===== src/hw/rtl/delta_frame_encoder_front_defines.svh =====
// Assertion macros for the delta frame encoder front.
// Used by the top level; needs clk and rst_n in the including scope.
`ifndef DELTA_FRAME_ENCODER_FRONT_DEFINES_SVH
`define DELTA_FRAME_ENCODER_FRONT_DEFINES_SVH
`ifndef NO_ASSERTIONS
`define DFE_ASSERT(lbl, prop, msg) \
    lbl: assert property (@(posedge clk) disable iff (!rst_n) (prop)) else $error(msg);
`define DFE_ASSERT_NEXT(lbl, ante, cons, msg) \
    lbl: assert property (@(posedge clk) disable iff (!rst_n) (ante) |=> (cons)) \
        else $error(msg);
`else
`define DFE_ASSERT(lbl, prop, msg)
`define DFE_ASSERT_NEXT(lbl, ante, cons, msg)
`endif
`endif


===== src/hw/rtl/dfe_pkg.sv =====
// Shared types and constants for the delta frame encoder front.
// No dependencies; imported by every module of the block.
package dfe_pkg;

    localparam int DFE_MAX_FRAME_BYTES = 1048576;
    localparam int CFG_IDX_W           = 3;
    localparam int CFG_DATA_W          = 21;
    localparam int FRAME_BYTES_W       = 21;
    localparam int QUEUE_DEPTH         = 4;

    // register indexes
    localparam logic [CFG_IDX_W-1:0] CFG_ALGORITHM         = 3'd0;
    localparam logic [CFG_IDX_W-1:0] CFG_DEFLATE_LEVEL     = 3'd1;
    localparam logic [CFG_IDX_W-1:0] CFG_AUTO_KEYFRAME     = 3'd2;
    localparam logic [CFG_IDX_W-1:0] CFG_KEYFRAME_INTERVAL = 3'd3;
    localparam logic [CFG_IDX_W-1:0] CFG_BYTES_PER_PIXEL   = 3'd4;
    localparam logic [CFG_IDX_W-1:0] CFG_FRAME_BYTES       = 3'd5;

    localparam logic ALG_DEFLATE   = 1'b1;
    localparam logic KEY_BIT_SET   = 1'b1;
    localparam logic KEY_BIT_CLEAR = 1'b0;

    typedef struct packed {
        logic                     algorithm;
        logic [3:0]               deflate_level;
        logic                     auto_keyframe;
        logic [7:0]               keyframe_interval;
        logic [2:0]               bytes_per_pixel;
        logic [FRAME_BYTES_W-1:0] frame_bytes;
    } cfg_t;

    typedef struct packed {
        logic [7:0] data;
        logic [7:0] hdr1;
        logic [7:0] hdr2;
        logic       key;
        logic       fend;
        logic       first;
    } entry_t;

    typedef enum logic [1:0] {
        PH_HDR1,
        PH_HDR2,
        PH_DATA
    } phase_t;

endpackage


===== src/hw/rtl/dfe_back.sv =====
// Back part: expands each queued entry into header and data words.
// Depends on dfe_pkg.
module dfe_back
    import dfe_pkg::*;
(
    input  logic       clk,
    input  logic       rst_n,
    input  logic       q_empty,
    input  entry_t     q_head,
    output logic       q_pop,
    input  logic       pop,
    output logic       empty,
    output logic [7:0] out_byte,
    output logic       is_header,
    output logic       key_frame,
    output logic       run_last,
    output logic       frame_end
);

    phase_t phase_reg, phase_next;
    logic   valid_reg, valid_next;
    entry_t entry_reg;
    logic   done;

    always_comb
    begin
        phase_next = phase_reg;
        valid_next = valid_reg;
        done       = !valid_reg || (pop && phase_reg == PH_DATA);
        if (valid_reg && pop)
        begin
            case (phase_reg)
                PH_HDR1: phase_next = PH_HDR2;
                PH_HDR2: phase_next = PH_DATA;
                default: phase_next = phase_reg;
            endcase
        end
        q_pop = done && !q_empty;
        if (done)
        begin
            valid_next = !q_empty;
            if (!q_empty)
                phase_next = q_head.first ? PH_HDR1 : PH_DATA;
        end

        empty     = !valid_reg;
        key_frame = entry_reg.key;
        case (phase_reg)
            PH_HDR1:
            begin
                out_byte  = entry_reg.hdr1;
                is_header = 1'b1;
                run_last  = 1'b0;
                frame_end = 1'b0;
            end
            PH_HDR2:
            begin
                out_byte  = entry_reg.hdr2;
                is_header = 1'b1;
                run_last  = 1'b0;
                frame_end = 1'b0;
            end
            default:
            begin
                out_byte  = entry_reg.data;
                is_header = 1'b0;
                run_last  = 1'b1;
                frame_end = entry_reg.fend;
            end
        endcase
    end

    always_ff @(posedge clk or negedge rst_n)
    begin
        if (!rst_n)
        begin
            phase_reg <= PH_DATA;
            valid_reg <= 1'b0;
        end
        else
        begin
            phase_reg <= phase_next;
            valid_reg <= valid_next;
        end
    end

    always_ff @(posedge clk)
    begin
        if (q_pop)
            entry_reg <= q_head;
    end

endmodule


===== config.mk =====
export PLATFORM = sky130hd
export DESIGN_NAME = dfe_back
export DESIGN_NICKNAME = d
export VERILOG_FILES = /design/src/hw/rtl/delta_frame_encoder_front_defines.svh /design/src/hw/rtl/dfe_pkg.sv /design/src/hw/rtl/dfe_back.sv
export SDC_FILE = /design/constraint.sdc
export NUM_CORES = 1
export LEC_CHECK = 0
export BUFFER_PORTS_ARGS = -buffer_cell sky130_fd_sc_hd__buf_2
export CELL_PAD_IN_SITES_DETAIL_PLACEMENT = 0
export CELL_PAD_IN_SITES_GLOBAL_PLACEMENT = 1
export CORE_ASPECT_RATIO = 1.2
export CORE_UTILIZATION = 36
export DETAILED_ROUTE_END_ITERATION = 7
export PLACE_DENSITY = 0.81
export SYNTH_ARGS = -nofsm -noshare
export SYNTH_HDL_FRONTEND = slang
export SYNTH_SLANG_ARGS = --single-unit

===== constraint.sdc =====
create_clock -name clk -period 3.4 [get_ports clk]
set_input_delay 0 -clock clk [delete_from_list [all_inputs] [get_ports clk]]
set_output_delay 0 -clock clk [all_outputs]
set_load 0.005 [all_outputs]

* Word-level counts from Yosys, hierarchy flattened
Cells that the tools add are included.
** Storage, ports and cells
- Register bits after elaboration :: 29
- Input bits :: 31
- Logic and storage cells :: 26
- Output and inout port bits :: 14
** Cells by class
- Equality and inequality tests :: 2
- Reduce and logical (&&, ||, !) cells :: 8
- Mux-type cells :: 9
** Operator list (number)
- case mux 8 bit (2 select lines) :: 1
- 2-to-1 mux 2 bit :: 4
- case mux 2 bit (2 select lines) :: 1
- logical AND 1 bit :: 3
- 2-to-1 mux 1 bit :: 3
- equality test 2 x 1 -> 1 bit (second input constant) :: 1
- equality test 2 bit (second input constant) :: 1
- zero test 1 bit :: 2
- zero test 2 bit :: 1
- OR reduction 2 bit :: 1
- logical OR 1 bit :: 1

* Logic depth before layout (Yosys ltp)
- Depth in word-level cells :: 5
- Depth in mapped cells :: 7
- Depth with buffers taken out :: 5

* Worst setup path after synthesis
OpenSTA, ideal clock, no wires.
- Path type :: register to register
- Start :: register phase_reg[1]
- End :: register entry_reg[10] (netlist bit), enable pin
- Buffers on the path :: 0
- Slack :: 782 ps
- Cell stages (with the launch flop) :: 4
- Clock period less this slack :: 2618 ps
- Required time :: 2973 ps
- Arrival time :: 2191 ps
- Library setup time :: 427 ps
- Path through :: dfstp_2 -> ha_1 -> nand2_1 -> a21oi_1
** On the way
- Cells in the longest elaborated chain, start to end :: 4
** RTL lines
- from (decl) :: RTL line dfe_back.sv:20 : phase_t phase_reg, phase_next;
- from (signal assigned) :: RTL line dfe_back.sv:82 : phase_reg <= phase_next;
- equality test 2 bit :: RTL line dfe_back.sv:29 : done = !valid_reg || (pop && phase_reg == PH_DATA);
- logical AND 1 bit :: RTL line dfe_back.sv:29
- logical OR 1 bit :: RTL line dfe_back.sv:29
- logical AND 1 bit :: RTL line dfe_back.sv:38 : q_pop = done && !q_empty;
- via q_pop :: RTL line dfe_back.sv:10 : output logic q_pop,
- to (signal assigned) :: RTL line dfe_back.sv:90 : entry_reg <= q_head;
- to (decl) :: RTL line dfe_back.sv:22 : entry_t entry_reg;
The timed path passes the listed nets, and every way through them passes these cells.
A chain may end at the register's enable or synchronous reset.

* Final worst setup path
- Start :: register phase_reg[1]
- End :: output out_byte[4]
** On the way
- Cells in the longest elaborated chain, start to end :: 2
- Elaborated cells on any way between the ends :: 3
- Classes of those cells :: 1 x eq/ne; 1 x mux; 1 x reduce/logical
** RTL lines
- equality test 2 x 1 -> 1 bit / zero test 2 bit (equally long branches) :: RTL line dfe_back.sv:48 : case (phase_reg)
- case mux 8 bit (2 select lines) * :: RTL line dfe_back.sv:48
- to (decl) :: RTL line dfe_back.sv:13 : output logic [7:0] out_byte,
Mark *: on every way between the ends. The rest lies on a longest branch, timed or not.

==> summary.md <==
| Metric | Value |
|---|---|
| Vias/cell | between 4 and 5 |
| Area grow syn2layout | 55.9% |
| Vias in the first global route | around 940 |
| P_leak | between 0.7 and 0.8 nW |
| WP data required | about 3400 ps |
| Iter 0 DRT Violations | 20 |
| Initial antenna violation count | 0 |
| Drt pass-1 iters | 4 |
| Pin count of the biggest net entering global routing | 18 |
| Share of layout cells above drive strength 1 | between 30% and 40% |
| Least-Margin Pin Slew | 742 ps |
| CTS Buffer Depth | 2 |
| Core area | about 2900 um2 |
| WHS | 41.7 ps |
| Register area share after synthesis | approximately 77% |
| Port bufs | between 40 and 50 |
| CTS HTree Levels | 2 |
| Cts repair resizes | 0 |
| # diodes | 0 |
| P per Cell Area | about 610 nW/um2 |
| Setup_tns | 0 ps |
| Final setup fails | 0 |
| Post-CTS setup buffers | 0 |
| Total grt overflow | 0 |
| Row cnt | 21 |
| RSZ-0062 raised after global routing | false |
| Die area | around 3300 um2 |
| DRC Markers | 0 |
| Commonest non-fill, non-tap cell in the layout | buf_2 |
| CTS sink count | 29 |
| Arrival time at the worst endpoint | about 2200 ps |
| Status | finished, final reports clean |
| Commonest cells after routing, fill and taps aside | 44 x buf_2, 31 x dlygate4sd3_1, 26 x edfxtp_1 |
| Cts bufs inserted | 5 |
| Tmin final | 2190 ps |
| Overall power | roughly 1.1 mW |
| Placer Congestion | roughly 0.71 |
| Final period util | approximately 64% |
| Max FFs per register | 25 |
| Pins Over Slew Limit | 0 |
| Pre-CTS setup slack | around 1500 ps |
| Via count | 873 |
| CTS tree | yes |
| # nets final | approximately 190 |
| Avg Synthesized Cell Area | approximately 15 um2 |
| Final wirelength | 2410 um |
| Synth Warn # | 0 |
| Yosys reg bits | 29 |
| Hold Crit Class | in -> reg |
| Syn Nets | 109 |
| Crit-path max FO | 11 |
| Routed Antenna Nets | 0 |
| Initial Utilization | roughly two fifths |
| Die width | between 50 and 60 um |
| Peak supply drop | just over 400 uV |
| CP Launch Type | register |
| Slew headroom | between 50% and 60% |
| Hold Vio Cnt, Final | 0 |
| Num ports | 45 |
| Clock Skew | 9.23 ps |
| Total GRT Usage | approximately 17% |
| Max frequency | between 0.4 and 0.5 GHz |
| Worst setup EP type | primary output |
| Clock transition at path regs | 90 ps |
| Post-route setup slack | approximately 1200 ps |
| WL/cell | between 10 and 15 um |
| Gate Count Post-Synth | 75 |
| Die height | around 63 um |
| Syn Std Cell Area | 1120 um2 |
| DP Wirelength | 1430 um |
| Setup Crit Path Kind | reg -> out |
| Post-synth cell types | 16 |
| Cts hold-fix bufs | 31 |
| First-pass GRT wire length | ~4100 um |
| Clk Latency, worst-skew pair | between 300 and 400 ps |
| Max_cap viols | 0 |
| Root Buffer | clkbuf_4 |
==> final cells by class <==
class / instances / area [um2]
clock buffer: 8 / 58.8
inverter: 4 / 15.0
tap: 34 / 42.5
sequential: 29 / 857
multi-input combinational: 39 / 234
fill: 229 / 1120
timing repair buffer: 76 / 538
==> synth_stat cells <==
| master | n | area, um2 |
|---|---|---|
| buf_2 | 2 | 10.0 |
| buf_4 | 1 | 7.51 |
| mux2_4 | 1 | 15.0 |
| or2_2 | 1 | 6.26 |
| and2_1 | 1 | 6.26 |
| inv_1 | 4 | 15.0 |
| dfstp_2 | 1 | 26.3 |
| a21oi_1 | 2 | 10.0 |
| a22oi_1 | 8 | 60.1 |
| nor2_1 | 1 | 3.75 |
| ha_1 | 3 | 37.5 |
| edfxtp_1 | 26 | 781 |
| nand2_2 | 1 | 6.26 |
| mux2i_1 | 1 | 10.0 |
| dfrtp_1 | 2 | 50.1 |
| nand2_1 | 20 | 75.1 |
==> cell families after synthesis <==
| group | Yosys count | share of synthesized area, % |
|---|---|---|
| flops | 29 | 76.5 |
| buf+inv | 7 | 2.90 |
| mux | 2 | 2.23 |
| simple gates | 24 | 8.72 |
| compound gates | 10 | 6.26 |
| fa+ha+maj | 3 | 3.35 |
==> worst max-delay path, cell delays in order (launching register included) <==
cell	delay [ps]
dfstp_2	540
inv_1	60
ha_1	310
nor2_1	630
nand2_1	140
nand2_1	90
buf_2	100
==> final timing paths <==
kind,from,end,slack (ps),cells past startpoint
min in group asynchronous,rst_n,phase_reg[1]$_DFF_PN1_,150,2
hold / removal,pop,phase_reg[0]$_DFF_PN0_,40,4
setup reg to reg,phase_reg[1]$_DFF_PN1_,entry_reg[12]$_DFFE_PP_,1440,4
setup / recovery,phase_reg[1]$_DFF_PN1_,out_byte[4],1210,6
hold reg to reg,phase_reg[0]$_DFF_PN0_,phase_reg[0]$_DFF_PN0_,590,2
max in group asynchronous,rst_n,valid_reg$_DFFE_PN0P_,2720,3
==> metal layers <==
| metal | global-route usage, % | vias to the layer above | wire length, um |
|---|---|---|---|
| li1 | - | 427 | - |
| met1 | 17.2 | 408 | 951 |
| met2 | 31.2 | 32 | 1290 |
| met3 | 6.28 | 6 | 120 |
| met4 | 6.91 | 0 | 48 |
| met5 | 0 | - | 0 |
==> power breakdown <==
group	internal (mW)	switching (mW)	total (mW)	leakage, nW
Combinational	0.172	0.196	0.368	0.462
Clock	0.102	0.105	0.207	0.0326
Sequential	0.467	0.0225	0.489	0.275
==> per-stage QoR <==
step,area (um2),instances,util (%)
6_report,1750,190,60.9
5_1_grt,1750,190,60.9
4_1_cts,1750,190,60.9
3_5_place_dp,1380,151,48.1
3_3_place_gp,1380,151,48.1
2_1_floorplan,1120,75,-
No activity file was read; power rests on OpenSTA's default activity.
