### src/hw/rtl/delta_frame_encoder_front_defines.svh
// Assertion macros for the delta frame encoder front.
// Used by the top level; needs clk and rst_n in the including scope.
`ifndef DELTA_FRAME_ENCODER_FRONT_DEFINES_SVH
`define DELTA_FRAME_ENCODER_FRONT_DEFINES_SVH
`ifndef NO_ASSERTIONS
`define DFE_ASSERT(lbl, prop, msg) \
    lbl: assert property (@(posedge clk) disable iff (!rst_n) (prop)) else $error(msg);
`define DFE_ASSERT_NEXT(lbl, ante, cons, msg) \
    lbl: assert property (@(posedge clk) disable iff (!rst_n) (ante) |=> (cons)) \
        else $error(msg);
`else
`define DFE_ASSERT(lbl, prop, msg)
`define DFE_ASSERT_NEXT(lbl, ante, cons, msg)
`endif
`endif

### src/hw/rtl/dfe_pkg.sv
// Shared types and constants for the delta frame encoder front.
// No dependencies; imported by every module of the block.
package dfe_pkg;

    localparam int DFE_MAX_FRAME_BYTES = 1048576;
    localparam int CFG_IDX_W           = 3;
    localparam int CFG_DATA_W          = 21;
    localparam int FRAME_BYTES_W       = 21;
    localparam int QUEUE_DEPTH         = 4;

    // register indexes
    localparam logic [CFG_IDX_W-1:0] CFG_ALGORITHM         = 3'd0;
    localparam logic [CFG_IDX_W-1:0] CFG_DEFLATE_LEVEL     = 3'd1;
    localparam logic [CFG_IDX_W-1:0] CFG_AUTO_KEYFRAME     = 3'd2;
    localparam logic [CFG_IDX_W-1:0] CFG_KEYFRAME_INTERVAL = 3'd3;
    localparam logic [CFG_IDX_W-1:0] CFG_BYTES_PER_PIXEL   = 3'd4;
    localparam logic [CFG_IDX_W-1:0] CFG_FRAME_BYTES       = 3'd5;

    localparam logic ALG_DEFLATE   = 1'b1;
    localparam logic KEY_BIT_SET   = 1'b1;
    localparam logic KEY_BIT_CLEAR = 1'b0;

    typedef struct packed {
        logic                     algorithm;
        logic [3:0]               deflate_level;
        logic                     auto_keyframe;
        logic [7:0]               keyframe_interval;
        logic [2:0]               bytes_per_pixel;
        logic [FRAME_BYTES_W-1:0] frame_bytes;
    } cfg_t;

    typedef struct packed {
        logic [7:0] data;
        logic [7:0] hdr1;
        logic [7:0] hdr2;
        logic       key;
        logic       fend;
        logic       first;
    } entry_t;

    typedef enum logic [1:0] {
        PH_HDR1,
        PH_HDR2,
        PH_DATA
    } phase_t;

endpackage

### src/hw/rtl/dfe_queue.sv
// Short queue between the front and back parts.
// Depends on dfe_pkg for the entry type and depth.
module dfe_queue
    import dfe_pkg::*;
(
    input  logic                             clk,
    input  logic                             rst_n,
    input  logic                             push,
    input  entry_t                           wdata,
    input  logic                             pop,
    output entry_t                           head,
    output logic                             empty,
    output logic [$clog2(QUEUE_DEPTH+1)-1:0] count
);

    localparam int QAW = (QUEUE_DEPTH > 1) ? $clog2(QUEUE_DEPTH) : 1;
    localparam int QCW = $clog2(QUEUE_DEPTH + 1);

    entry_t         slots [0:QUEUE_DEPTH-1];
    logic [QAW-1:0] wr_ptr_reg, wr_ptr_next;
    logic [QAW-1:0] rd_ptr_reg, rd_ptr_next;
    logic [QCW-1:0] count_reg, count_next;

    always_comb
    begin
        wr_ptr_next = wr_ptr_reg;
        rd_ptr_next = rd_ptr_reg;
        count_next  = count_reg;
        if (push)
            wr_ptr_next = (wr_ptr_reg == QAW'(QUEUE_DEPTH - 1)) ? '0 : wr_ptr_reg + QAW'(1);
        if (pop)
            rd_ptr_next = (rd_ptr_reg == QAW'(QUEUE_DEPTH - 1)) ? '0 : rd_ptr_reg + QAW'(1);
        if (push && !pop)
            count_next = count_reg + QCW'(1);
        else if (!push && pop)
            count_next = count_reg - QCW'(1);
        head  = slots[rd_ptr_reg];
        empty = (count_reg == '0);
        count = count_reg;
    end

    always_ff @(posedge clk or negedge rst_n)
    begin
        if (!rst_n)
        begin
            wr_ptr_reg <= '0;
            rd_ptr_reg <= '0;
            count_reg  <= '0;
        end
        else
        begin
            wr_ptr_reg <= wr_ptr_next;
            rd_ptr_reg <= rd_ptr_next;
            count_reg  <= count_next;
        end
    end

    always_ff @(posedge clk)
    begin
        if (push)
            slots[wr_ptr_reg] <= wdata;
    end

endmodule

### config.mk
export PLATFORM = sky130hd
export DESIGN_NAME = dfe_queue
export DESIGN_NICKNAME = d
export VERILOG_FILES = /design/src/hw/rtl/delta_frame_encoder_front_defines.svh /design/src/hw/rtl/dfe_pkg.sv /design/src/hw/rtl/dfe_queue.sv
export SDC_FILE = /design/constraint.sdc
export NUM_CORES = 1
export LEC_CHECK = 0
export ABC_AREA = 1
export BUFFER_PORTS_ARGS = -buffer_cell sky130_fd_sc_hd__buf_2
export CORE_UTILIZATION = 57
export CTS_BUF_LIST = sky130_fd_sc_hd__clkbuf_8
export DETAILED_ROUTE_END_ITERATION = 8
export GPL_ROUTABILITY_DRIVEN = 0
export PLACE_DENSITY = 0.79
export SETUP_SLACK_MARGIN = 0.15
export SYNTH_ARGS = -nofsm -noshare
export SYNTH_HDL_FRONTEND = slang
export SYNTH_SLANG_ARGS = --single-unit
### constraint.sdc
create_clock -name clk -period 1.71 [get_ports clk]
set_input_delay 0.342 -clock clk [delete_from_list [all_inputs] [get_ports clk]]
set_output_delay 0.342 -clock clk [all_outputs]
set_load 0.01 [all_outputs]
* Yosys cells after proc, flatten, opt, wreduce, memory -nomap -nowiden
Memories as Yosys holds them, arrays and structs flattened. Index checks and enable logic that the tools add are counted.
Operators by class: $add $sub $neg 4, eq/ne operators 2, multiplexer cells 6, reductions and logical operators 6
Operators by type and width (number):
- $mux 3 | 2
- $add 2x1->2 const B | 2
- $eq 2x2->1 const B | 2
- $mux 2 | 2
- $add 3x1->3 const B | 1
- $logic_not 3->1 | 1
- $sub 3x1->3 const B | 1
- $logic_and 1x1->1 | 2
- $logic_not 1->1 | 2
- $mux 1 | 2
- $reduce_bool 2->1 | 1
Storage, ports and cells: flip-flop bits (word level) 7, RAM bits 108, input port bits 31, output and inout port bits 31, memories kept 1
Memory list:
- slots | words 4, bits a word 27, read ports 1, clocked after memory_dff 0, wr ports 1, line dfe_queue.sv:19 | entry_t slots [0:QUEUE_DEPTH-1];

* Depth between registers and ports, before layout
Gate-level depths: netlist (run 1).
depth after elaboration 4, gate-level depth with buffers 9

* Worst setup path before layout (run 1)
No wires, ideal clock.
path kind reg-to-reg, start register wr_ptr_reg[0], end memory slots[2][0] (netlist bit) (enable), data arrival time 1195 ps, data required time 1328 ps, path slack 134 ps, cell stages (with the launch flop) 5, buffers on the path 0, cell sequence dfrtp_1 inv_1 ha_1 nand2_1 inv_1
RTL lines:
- from (decl) | line dfe_queue.sv:20 | logic [QAW-1:0] wr_ptr_reg, wr_ptr_next;
- from (signal assigned) | line dfe_queue.sv:52 | wr_ptr_reg <= wr_ptr_next;
- to (decl) | line dfe_queue.sv:19
Straight into the memory's write port.

==> results of run 1 <==
==> report_power, final <==
| part | total [mW] | switching, mW | internal, mW | leakage, nW |
|---|---|---|---|---|
| registers | 3.80 | 0.176 | 3.62 | 1.08 |
| clock network | 2.10 | 1.00 | 1.10 | 0.167 |
| logic | 3.38 | 1.98 | 1.40 | 1.18 |
==> placed cells by master (no fill, tap or decap), types with 2 or more instances in the layout <==
cell and instances:
o211ai_2 9, buf_4 12, clkinvlp_4 6, buf_12 5
o211ai_1 45, buf_2 61, nand2_2 9, ha_1 6
buf_16 3, edfxtp_1 108, dfrtp_1 7, nand2_1 87
o21ai_0 3, clkbuf_8 17, clkinv_2 3, clkinv_1 5
nor2_1 2, inv_1 65
==> stage by stage <==
step / instance area (um^2) / std cells / setup TNS (ps) / hold WS, ps
final: 5739 / 566 / -5491 / 128.6
after global routing: 5739 / 566 / -7843 / 103.8
after CTS: 5689 / 565 / -5867 / 100.4
after detailed placement: 5245 / 527 / 0 / 188.9
after global placement: 5245 / 527 / 0 / 187.0
after floorplan: 4737 / 365 / 0 / 46.41
==> layout make-up <==
| type | instances | share of cell area |
|---|---|---|
| well taps | 102 | 0.02224 |
| repair buffers | 83 | 0.1068 |
| clock inverters | 15 | 0.01766 |
| flip-flops and latches | 115 | 0.5956 |
| multi-input cells | 167 | 0.1709 |
| inverters | 67 | 0.04600 |
| clock buffers | 17 | 0.04077 |
==> routing by layer <==
layer,vias up,part of all wire,GRT usage
li1,1439,-,-
met1,1406,0.41,0.2676
met2,83,0.52,0.3689
met3,16,0.050,0.08374
met4,0,0.018,0.1154
met5,-,0,0
==> kinds of logic (layout without fill, tap and decap cells) <==
| family | Yosys count | after routing | share of synthesized area |
|---|---|---|---|
| flops | 115 | 115 | 0.7228 |
| simple gates | 101 | 101 | 0.08122 |
| compound gates | 58 | 58 | 0.09947 |
| fa+ha+maj | 7 | 7 | 0.02011 |
| xor+xnor | 1 | 1 | 0.001852 |
| buf+inv | 83 | 182 | 0.07460 |
==> path summary, 6_finish.rpt <==
path	depth (start not counted)	endpoint	startpoint
min in group asynchronous	2	count[0]$_DFFE_PN0P_	rst_n
setup / recovery	6	head[4]	rd_ptr_reg[0]$_DFFE_PN0P_
setup reg to reg	5	slots[0][23]$_DFFE_PP_	wr_ptr_reg[0]$_DFFE_PN0P_
hold / removal	1	slots[0][13]$_DFFE_PP_	wdata[13]
max in group asynchronous	2	rd_ptr_reg[1]$_DFFE_PN0P_	rst_n
hold reg to reg	2	count[2]$_DFFE_PN0P_	count[2]$_DFFE_PN0P_
==> repair_timing <==
item                                   4_1_cts  5_1_grt
gates resized for setup                      5        8
endpoints found under the hold margin        7        0
pin swaps                                    0        9
setup endpoints to repair                   28       27
hold buffers                                 1        0
gates cloned                                 2        1
buffers inserted                             3        0
==> metrics.md, run 1 <==
| Metric | Value |
|---|---|
| Asr flop ratio synth | 0.06087 |
| Skew final | 6.243 ps |
| Synth Cell Area | 0.004730 mm^2 |
| Layout Nets | 489 |
| R2r setup slk | 240 ps |
| Vias per cell | 5.201 |
| Port bufs | 61 |
| Tmin final | 1956 ps |
| Area Growth Syn to Fin | 21.35% |
| Top-area cell type share of the netlist area | 0.6857 |
| Most frequent cells after synthesis | 108 x edfxtp_1, 96 x nand2_1, 65 x inv_1 |
| Mean Syn Cell Area | 12.96 um^2 |
| Clock transition at path regs | 70 ps |
| Worst path buffer plus inverter count | 4 |
| Num CTS Buffers | 17 |
| Cell count after synthesis | 365 |
| CP Max Fanout | 5 |
| WL/cell | 15.88 um |
| Global Route Usage Sum | 0.2278 |
| Via Count | 2944 |
| Initial Util | 0.5996 |
| Largest net degree at the start of global routing | 42 |
| Final WL | 8.988 mm |
| Seq. cell area | 0.003418 mm^2 |
| Pwr/cell area | 1617 mW/mm^2 |
| Layout cells sized above 1 | 0.2780 |
| TritonCTS clock tree | built |
| Lkg Pwr | 2.429 nW |
| Post-synth EDFFs | 108 |
| Post-synthesis register bit count | 115 |
| Die Area | 0.008666 mm^2 |
| Critical path data arrival time | 1610 ps |
| Most frequent cell after synthesis | edfxtp_1 |
| Slowest stage delay, CP | 410 ps |
| Slowest-stage cell, CP | dfrtp_1 |
| Outcome | finished with violations |
| CP Capture Type | output port |
| Setup violators final | 27 |
| Die width | 93.09 um |
| CP Launch Type | flop |
| Total Power | 9.278 mW |
| First DRT Iteration DRCs | 129 |
| Area occupied by multi-input gates | 980.9 um^2 |
| Top cells by area, synth | edfxtp_1 69%, nand2_1 7.6%, o211ai_1 7.1% |
| Height of the die | 93.09 um |
| Vias in the first global route | 2843 |
| Sequential-to-total area share from yosys stat | 0.7228 |
| Ys flop type | edfxtp_1 |
| RSZ-0062 raised after global routing | yes |
| Hold WC Path Type | in2reg |
| Maxcap violations | 0 |
| Ys Warns | 0 |
| Slew @ Worst Pin | 270.4 ps |
| First-pass GRT wire length | 13.93 mm |
| Core area | 0.007888 mm^2 |
| Slew headroom | 0.8198 |
| Failing checks | setup timing |
| Final period util | 1.144 |
| Total global routing overflow | 0 |
| Final Hold Viols | 0 |
| Drt pass-1 iters | 4 |
| CTS HTree Levels | 4 |
| Distinct cell type count after synthesis | 20 |
| CTS max path bufs | 2 |
| Syn_nets | 403 |
| Post-DP HPWL | 5.296 mm |
| Worst setup margin | -245.5 ps |
| Fmax | 0.5114 GHz |
| Placement Setup Slack | 188.4 ps |
| Req. time, crit path | 1370 ps |
| Number of flip-flops in the largest register | 108 |
| Max-slew violations | 0 |
| Critical Path, Cell by Cell | clkinv_4, buf_12, buf_16, o211ai_1, nand2_1, buf_2 |
| Sinks on Clock Net | 115 |
| Root Buffer | clkbuf_8 |
| Post-synth top area cell | edfxtp_1 |
| Crit Path Class | reg2out |
| DRC viols | 0 |
| Initial antenna violation count | 0 |
| Final core occ | 0.7276 |
| VDD IR max | 758.3 uV |
| Crit-path leading delay family | buffers and inverters |
| I/O pins | 62 |
| Post-route antenna net violation count | 0 |
| # diodes | 0 |
| Clock latency on the worst-skew pair | 420 ps |
| Fillers | 492 |
| # rows | 32 |
(Power assumes the default switching activity.)
==> inputs of run 2 (changes only) <==
--- a/config.mk
+++ b/config.mk
@@ -6,7 +6,7 @@
 export NUM_CORES = 1
 export LEC_CHECK = 0
 export ABC_AREA = 1
-export BUFFER_PORTS_ARGS = -buffer_cell sky130_fd_sc_hd__buf_2
+export BUFFER_PORTS_ARGS = -buffer_cell sky130_fd_sc_hd__clkbuf_2
 export CORE_UTILIZATION = 57
 export CTS_BUF_LIST = sky130_fd_sc_hd__clkbuf_8
 export DETAILED_ROUTE_END_ITERATION = 8
==> constraint.sdc (replaced) <==
create_clock -name clk -period 1.71 [get_ports clk]
set_input_delay 0.171 -clock clk [delete_from_list [all_inputs] [get_ports clk]]
set_output_delay 0.171 -clock clk [all_outputs]
set_load 0.01 [all_outputs]
==> run 2 against run 1 <==
  * The flow still finishes with violations (setup timing)
  * Critical path depth grew 1
  * Global-route usage is 1.2 points higher
  * Die area unchanged
  * Register-to-register slack lost 50 ps
  * Wire length up 22%
  * Maximum frequency grew 3.0%
  * Final cell count is 6.2% higher
  * Sequential power about the same
  * Clock power increased by 23%
  * Critical endpoint is now head[22]
==> metrics.md, run 2 (synthesis gave the netlist of run 1 again) <==
| Metric | Value |
|---|---|
| Fin cells | 601 (+6.2%) |
| Root Buffer | clkbuf_8 |
| Core area | 0.007888 mm^2 (unchanged) |
| First DRT Iteration DRCs | 250 (+94%) |
| Setup violators final | 27 (unchanged) |
| Initial Util | 0.5996 (unchanged) |
| Layout cells sized above 1 | 0.2766 (-0.001464) |
| Layout Nets | 525 (+7.4%) |
| Total Power | 10.28 mW (+11%) |
| Die Area | 0.008666 mm^2 (unchanged) |
| Fmax | 0.5266 GHz (+3.0%) |
| Skew final | 9.355 ps (+3.113 ps) |
| Post-route setup TNS | -1776 ps (+3715 ps) |
| Largest net degree at the start of global routing | 37 (-12%) |
| Pwr/cell area | 1646 mW/mm^2 (+1.8%) |
| Critical Path, Cell by Cell | buf_6, inv_8, clkbuf_16, nand2_2, o211ai_1, nand2_1, buf_2 |
| Crit Path Class | reg2out |
| Fillers | 420 (-15%) |
| # diodes | 0 (unchanged) |
| Die width | 93.09 um (unchanged) |
| DRC viols | 0 (unchanged) |
| Max-slew violations | 0 (unchanged) |
| Final WL | 10.96 mm (+22%) |
| CP Max Fanout | 7 (+2) |
| Area occupied by multi-input gates | 985.9 um^2 (+0.51%) |
| Vias in the first global route | 3098 (+9.0%) |
| Height of the die | 93.09 um (unchanged) |
| Lkg Pwr | 2.691 nW (+11%) |
| Number of flip-flops in the largest register | 108 (unchanged) |
| TritonCTS clock tree | built |
| CP Capture Type | output port |
| Slowest stage delay, CP | 460 ps (+50 ps) |
| Most common cell after layout, fill and taps aside | edfxtp_1 |
| Clock transition at path regs | 70 ps (about the same) |
| # rows | 32 (unchanged) |
| Via Count | 3229 (+9.7%) |
| Num CTS Buffers | 17 (unchanged) |
| CP Launch Type | flop |
| WL/cell | 18.24 um (+15%) |
| Drt pass-1 iters | 4 (unchanged) |
| Slew @ Worst Pin | 310.6 ps (+40.21 ps) |
| Hold WC Path Type | in2async |
| Area Growth Syn to Fin | 32.12% |
| Worst path buffer plus inverter count | 4 (unchanged) |
| Worst setup margin | -189.0 ps (+56.50 ps) |
| Slew headroom | 0.7930 (-0.02680) |
| CTS max path bufs | 2 (unchanged) |
| Final Hold Viols | 0 (unchanged) |
| Clock latency on the worst-skew pair | 420 ps (about the same) |
| Seq. cell area | 0.003420 mm^2 (about the same) |
| Sinks on Clock Net | 115 (unchanged) |
| Tmin final | 1899 ps (-56.50 ps) |
| Placement Setup Slack | 188.5 ps (+0.08700 ps) |
| Vias per cell | 5.373 (+3.3%) |
| I/O pins | 62 (unchanged) |
| Slowest-stage cell, CP | dfrtp_2 |
| Critical path data arrival time | 1730 ps (+120 ps) |
| Port bufs | 61 (unchanged) |
| Initial antenna violation count | 0 (unchanged) |
| Req. time, crit path | 1540 ps (+170 ps) |
| Post-DP HPWL | 5.277 mm (-0.35%) |
| Outcome | finished with violations |
| Crit-path leading delay family | buffers and inverters |
| CTS HTree Levels | 4 (unchanged) |
| Total global routing overflow | 0 (unchanged) |
| Failing checks | setup timing |
| Post-route antenna net violation count | 0 (unchanged) |
| Maxcap violations | 0 (unchanged) |
| Final core occ | 0.7922 (+0.06456) |
| Most frequent cells in the layout | 108 x edfxtp_1, 90 x nand2_1, 66 x inv_1 |
| Final period util | 1.111 (-0.03304) |
| VDD IR max | 982.2 uV (+30%) |
| First-pass GRT wire length | 14.80 mm (+6.2%) |
| Cells after DPL | 525 (-0.38%) |
| RSZ-0062 raised after global routing | yes |
| Global Route Usage Sum | 0.2399 (+0.01214) |
[run 2: worst reg2reg max path, cell delays in order (launching register included)]
cell	delay, ps
dfrtp_1	430
inv_1	110
ha_1	220
nand2_1	120
clkinvlp_4	180
buf_12	210
[run 2: layout make-up]
cell class,count,area share
repair inverters,1,0.001802
repair buffers,118,0.1650
well taps,102,0.02042
clock inverters,14,0.02763
flip-flops and latches,115,0.5473
clock buffers,17,0.03744
multi-input cells,167,0.1578
inverters,67,0.04265
[run 2: worst paths after layout]
path	start	to	slack (ps)	depth (start not counted)
max	rd_ptr_reg[0]$_DFFE_PN0P_	head[22]	-190	7
min	rst_n	count[2]$_DFFE_PN0P_	120	2
max reg2reg	wr_ptr_reg[0]$_DFFE_PN0P_	slots[2][12]$_DFFE_PP_	190	5
min reg2reg	count[1]$_DFFE_PN0P_	count[1]$_DFFE_PN0P_	570	2
max in group asynchronous	rst_n	rd_ptr_reg[0]$_DFFE_PN0P_	1400	2
min in group clk	push	wr_ptr_reg[0]$_DFFE_PN0P_	120	2
[run 2: through the flow]
step,instance area (um^2),hold slack [ps]
6_report,6248,119.4
5_1_grt,6248,142.1
2_1_floorplan,4737,-124.6
3_5_place_dp,5230,18.13
4_1_cts,6008,87.09
3_3_place_gp,5230,16.05
[run 2: what timing repair did]
action | CTS | global route
cloned | 2 | 7
pin swaps | 3 | 6
hold buffers | 29 | 0
setup buffers | 1 | 6
endpoints found under the hold margin | 117 | 0
setup endpoints to repair | 27 | 48
gates resized for setup | 4 | 19
[run 2: metal layers]
layer  wire [um]  part of all wire  vias to the layer above  track usage
met5           0                 0                        -            0
met4         193             0.018                        0       0.1154
met3         710             0.065                       22      0.08374
met2        5705              0.52                      150       0.4112
met1        4351              0.40                     1545       0.2668
li1            -                 -                     1512            -
[run 2: power breakdown]
part           switching [mW]  total, mW  internal, mW
logic                    2.24       3.87          1.63
clock network            1.04       2.59          1.55
registers               0.207       3.83          3.63
==> inputs of run 3 (changes only) <==
==> constraint.sdc (replaced) <==
create_clock -name clk -period 1.71 [get_ports clk]
set_input_delay 0.171 -clock clk [delete_from_list [all_inputs] [get_ports clk]]
set_output_delay 0.171 -clock clk [all_outputs]
set_load 0.02 [all_outputs]
==> run 3 against run 2 <==
  * Combinational power rose by 9.6%
  * The run still ends with setup timing left
  * Global-route usage decreased by 1.2 points
  * Count of clock-buffer cells in the layout is the same
  * Highest routed layer unchanged
  * Wire length up 0.64%
  * Die area is the same
  * Critical endpoint is now head[17]
  * Clock skew decreased by 1.8 ps
==> metrics.md, run 3 (synthesis gave the netlist of run 1 again) <==
| Metric | Value |
|---|---|
| Outcome | finished with violations |
| Failing checks | setup timing |
| Max-slew violations | 0 (unchanged) |
| # diodes | 0 (unchanged) |
| Design Area, Final | 0.006210 mm^2 (-0.62%) |
| Worst setup margin | -151.6 ps (+37.42 ps) |
| Num CTS Buffers | 17 (unchanged) |
| Sinks on Clock Net | 115 (unchanged) |
| I/O pins | 62 (unchanged) |
| WL/cell | 18.35 um (+0.64%) |
| Post-route antenna net violation count | 0 (unchanged) |
| Die width | 93.09 um (unchanged) |
| Port bufs | 61 (unchanged) |
| Tmin final | 1862 ps (-37.42 ps) |
| Total Power | 10.54 mW (+2.5%) |
| VDD IR max | 976.8 uV (-0.55%) |
| CP Max Fanout | 11 (+4) |
| CTS max path bufs | 2 (unchanged) |
| Fmax | 0.5372 GHz (+2.0%) |
| First DRT Iteration DRCs | 269 (+7.6%) |
| Initial antenna violation count | 0 (unchanged) |
| Initial Util | 0.5996 (unchanged) |
| Maxcap violations | 0 (unchanged) |
| Pwr/cell area | 1697 mW/mm^2 (+3.1%) |
| Clock transition at path regs | 70 ps (about the same) |
| CP Launch Type | flop |
| Post-route setup TNS | -1545 ps (+231.5 ps) |
| Total global routing overflow | 0 (unchanged) |
| CTS HTree Levels | 4 (unchanged) |
| Critical path data arrival time | 1690 ps (-40 ps) |
| Height of the die | 93.09 um (unchanged) |
| Slew @ Worst Pin | 287.0 ps (-23.59 ps) |
| Crit Path Class | reg2out |
| Via Count | 3288 (+1.8%) |
| Most common cell after layout, fill and taps aside | edfxtp_1 |
| Drt pass-1 iters | 5 (+1) |
| Post-DP HPWL | 5.090 mm (-3.6%) |
| Layout Nets | 525 (unchanged) |
| Hold WC Path Type | in2async |
| Post-Place Cell Area | 0.005213 mm^2 (-0.33%) |
| Global Route Usage Sum | 0.2278 (-0.01210) |
| Most frequent cells in the layout | 108 x edfxtp_1, 92 x nand2_1, 64 x inv_1 |
| Largest net degree at the start of global routing | 45 (+22%) |
| Clock latency on the worst-skew pair | 420 ps (about the same) |
| Final period util | 1.089 (-0.02188) |
| Lkg Pwr | 2.655 nW (-1.3%) |
| First-pass GRT wire length | 14.29 mm (-3.5%) |
| Core area | 0.007888 mm^2 (unchanged) |
| DRC viols | 0 (unchanged) |
| Die Area | 0.008666 mm^2 (unchanged) |
| R2r setup slk | 200 ps (about the same) |
| Final WL | 11.03 mm (+0.64%) |
| Slew headroom | 0.8087 (+0.01572) |
| RSZ-0062 raised after global routing | yes |
| # rows | 32 (unchanged) |
| Fillers | 429 (+2.1%) |
| Number of flip-flops in the largest register | 108 (unchanged) |
| Critical path startpoint | rd_ptr_reg[0]$_DFFE_PN0P_ |
| Cells after DPL | 526 (+0.19%) |
| Req. time, crit path | 1540 ps (about the same) |
| Reg-to-reg startpoint | wr_ptr_reg[1]$_DFFE_PN0P_ |
| Skew final | 7.543 ps (-1.812 ps) |
| Root Buffer | clkbuf_8 |
| Vias per cell | 5.471 (+1.8%) |
| Area Growth Syn to Fin | 31.30% |
| Vias in the first global route | 2979 (-3.8%) |
| Setup violators final | 27 (unchanged) |
| Worst hold margin | 120.7 ps (+1.342 ps) |
| Final Hold Viols | 0 (unchanged) |
| TritonCTS clock tree | built |
| Fin cells | 601 (unchanged) |
| Layout cells sized above 1 | 0.2745 (-0.002004) |
| CP Capture Type | output port |
run 3: cell count changes in the layout (fill, tap and decap cells not counted), sizes merged:
cell / change
bufinv: -1
clkinvlp: +2
inv: -1
buf: +4
clkbuf: -4
run 3: worst paths after layout:
check | end | cells past startpoint
max reg2reg | slots[1][1]$_DFFE_PP_ | 5
max | head[17] | 5
min | count[2]$_DFFE_PN0P_ | 2
min reg2reg | count[2]$_DFFE_PN0P_ | 2
max in group asynchronous | rd_ptr_reg[0]$_DFFE_PN0P_ | 2
min in group clk | wr_ptr_reg[1]$_DFFE_PN0P_ | 2
run 3: worst max-delay path, cell delays in order, from the launching register on:
cell       delay [ps]
dfrtp_2           460
inv_8             100
clkbuf_16         180
o211ai_1          230
nand2_1           120
clkbuf_2          170
run 3: through the flow:
step | setup slack [ps] | utilization
after floorplan | 154.2 | -
after global placement | 209.9 | 0.6609
after detailed placement | 152.3 | 0.6609
after CTS | -92.94 | 0.7519
after global routing | -185.4 | 0.7873
final | -151.6 | 0.7873
run 3: routing by layer:
layer  global-route usage  share of wire  up-vias  wire (um)
met4              0.09231          0.025        0        274
met5                    0              0        -          0
met3              0.06829          0.075       27        828
li1                     -              -     1510          -
met1               0.2735           0.39     1580       4253
met2               0.3854           0.51      171       5674
run 3: what timing repair did:
action                     4_1_cts  5_1_grt
hold buffers                    29        0
setup endpoints to repair       27       47
gates resized for setup          3       32
setup buffers                    1        3
hold endpoints to repair       116        0
pin swaps                        0        4
cloned                           1       10
run 3: power breakdown:
part | switching [mW] | internal, mW
sequential | 0.216 | 3.63
clock | 1.06 | 1.40
combinational | 2.59 | 1.65
run 3: cell type report:
type | count | area (um^2) | area share
timing repair buffer | 118 | 1035 | 0.1666
clock inverter | 14 | 147.6 | 0.02378
tap | 102 | 127.6 | 0.02055
clock buffer | 17 | 234.0 | 0.03768
sequential | 115 | 3420 | 0.5507
multi-input combinational | 167 | 973.4 | 0.1568
timing repair inverter | 1 | 6.256 | 0.001007
inverter | 67 | 266.5 | 0.04292
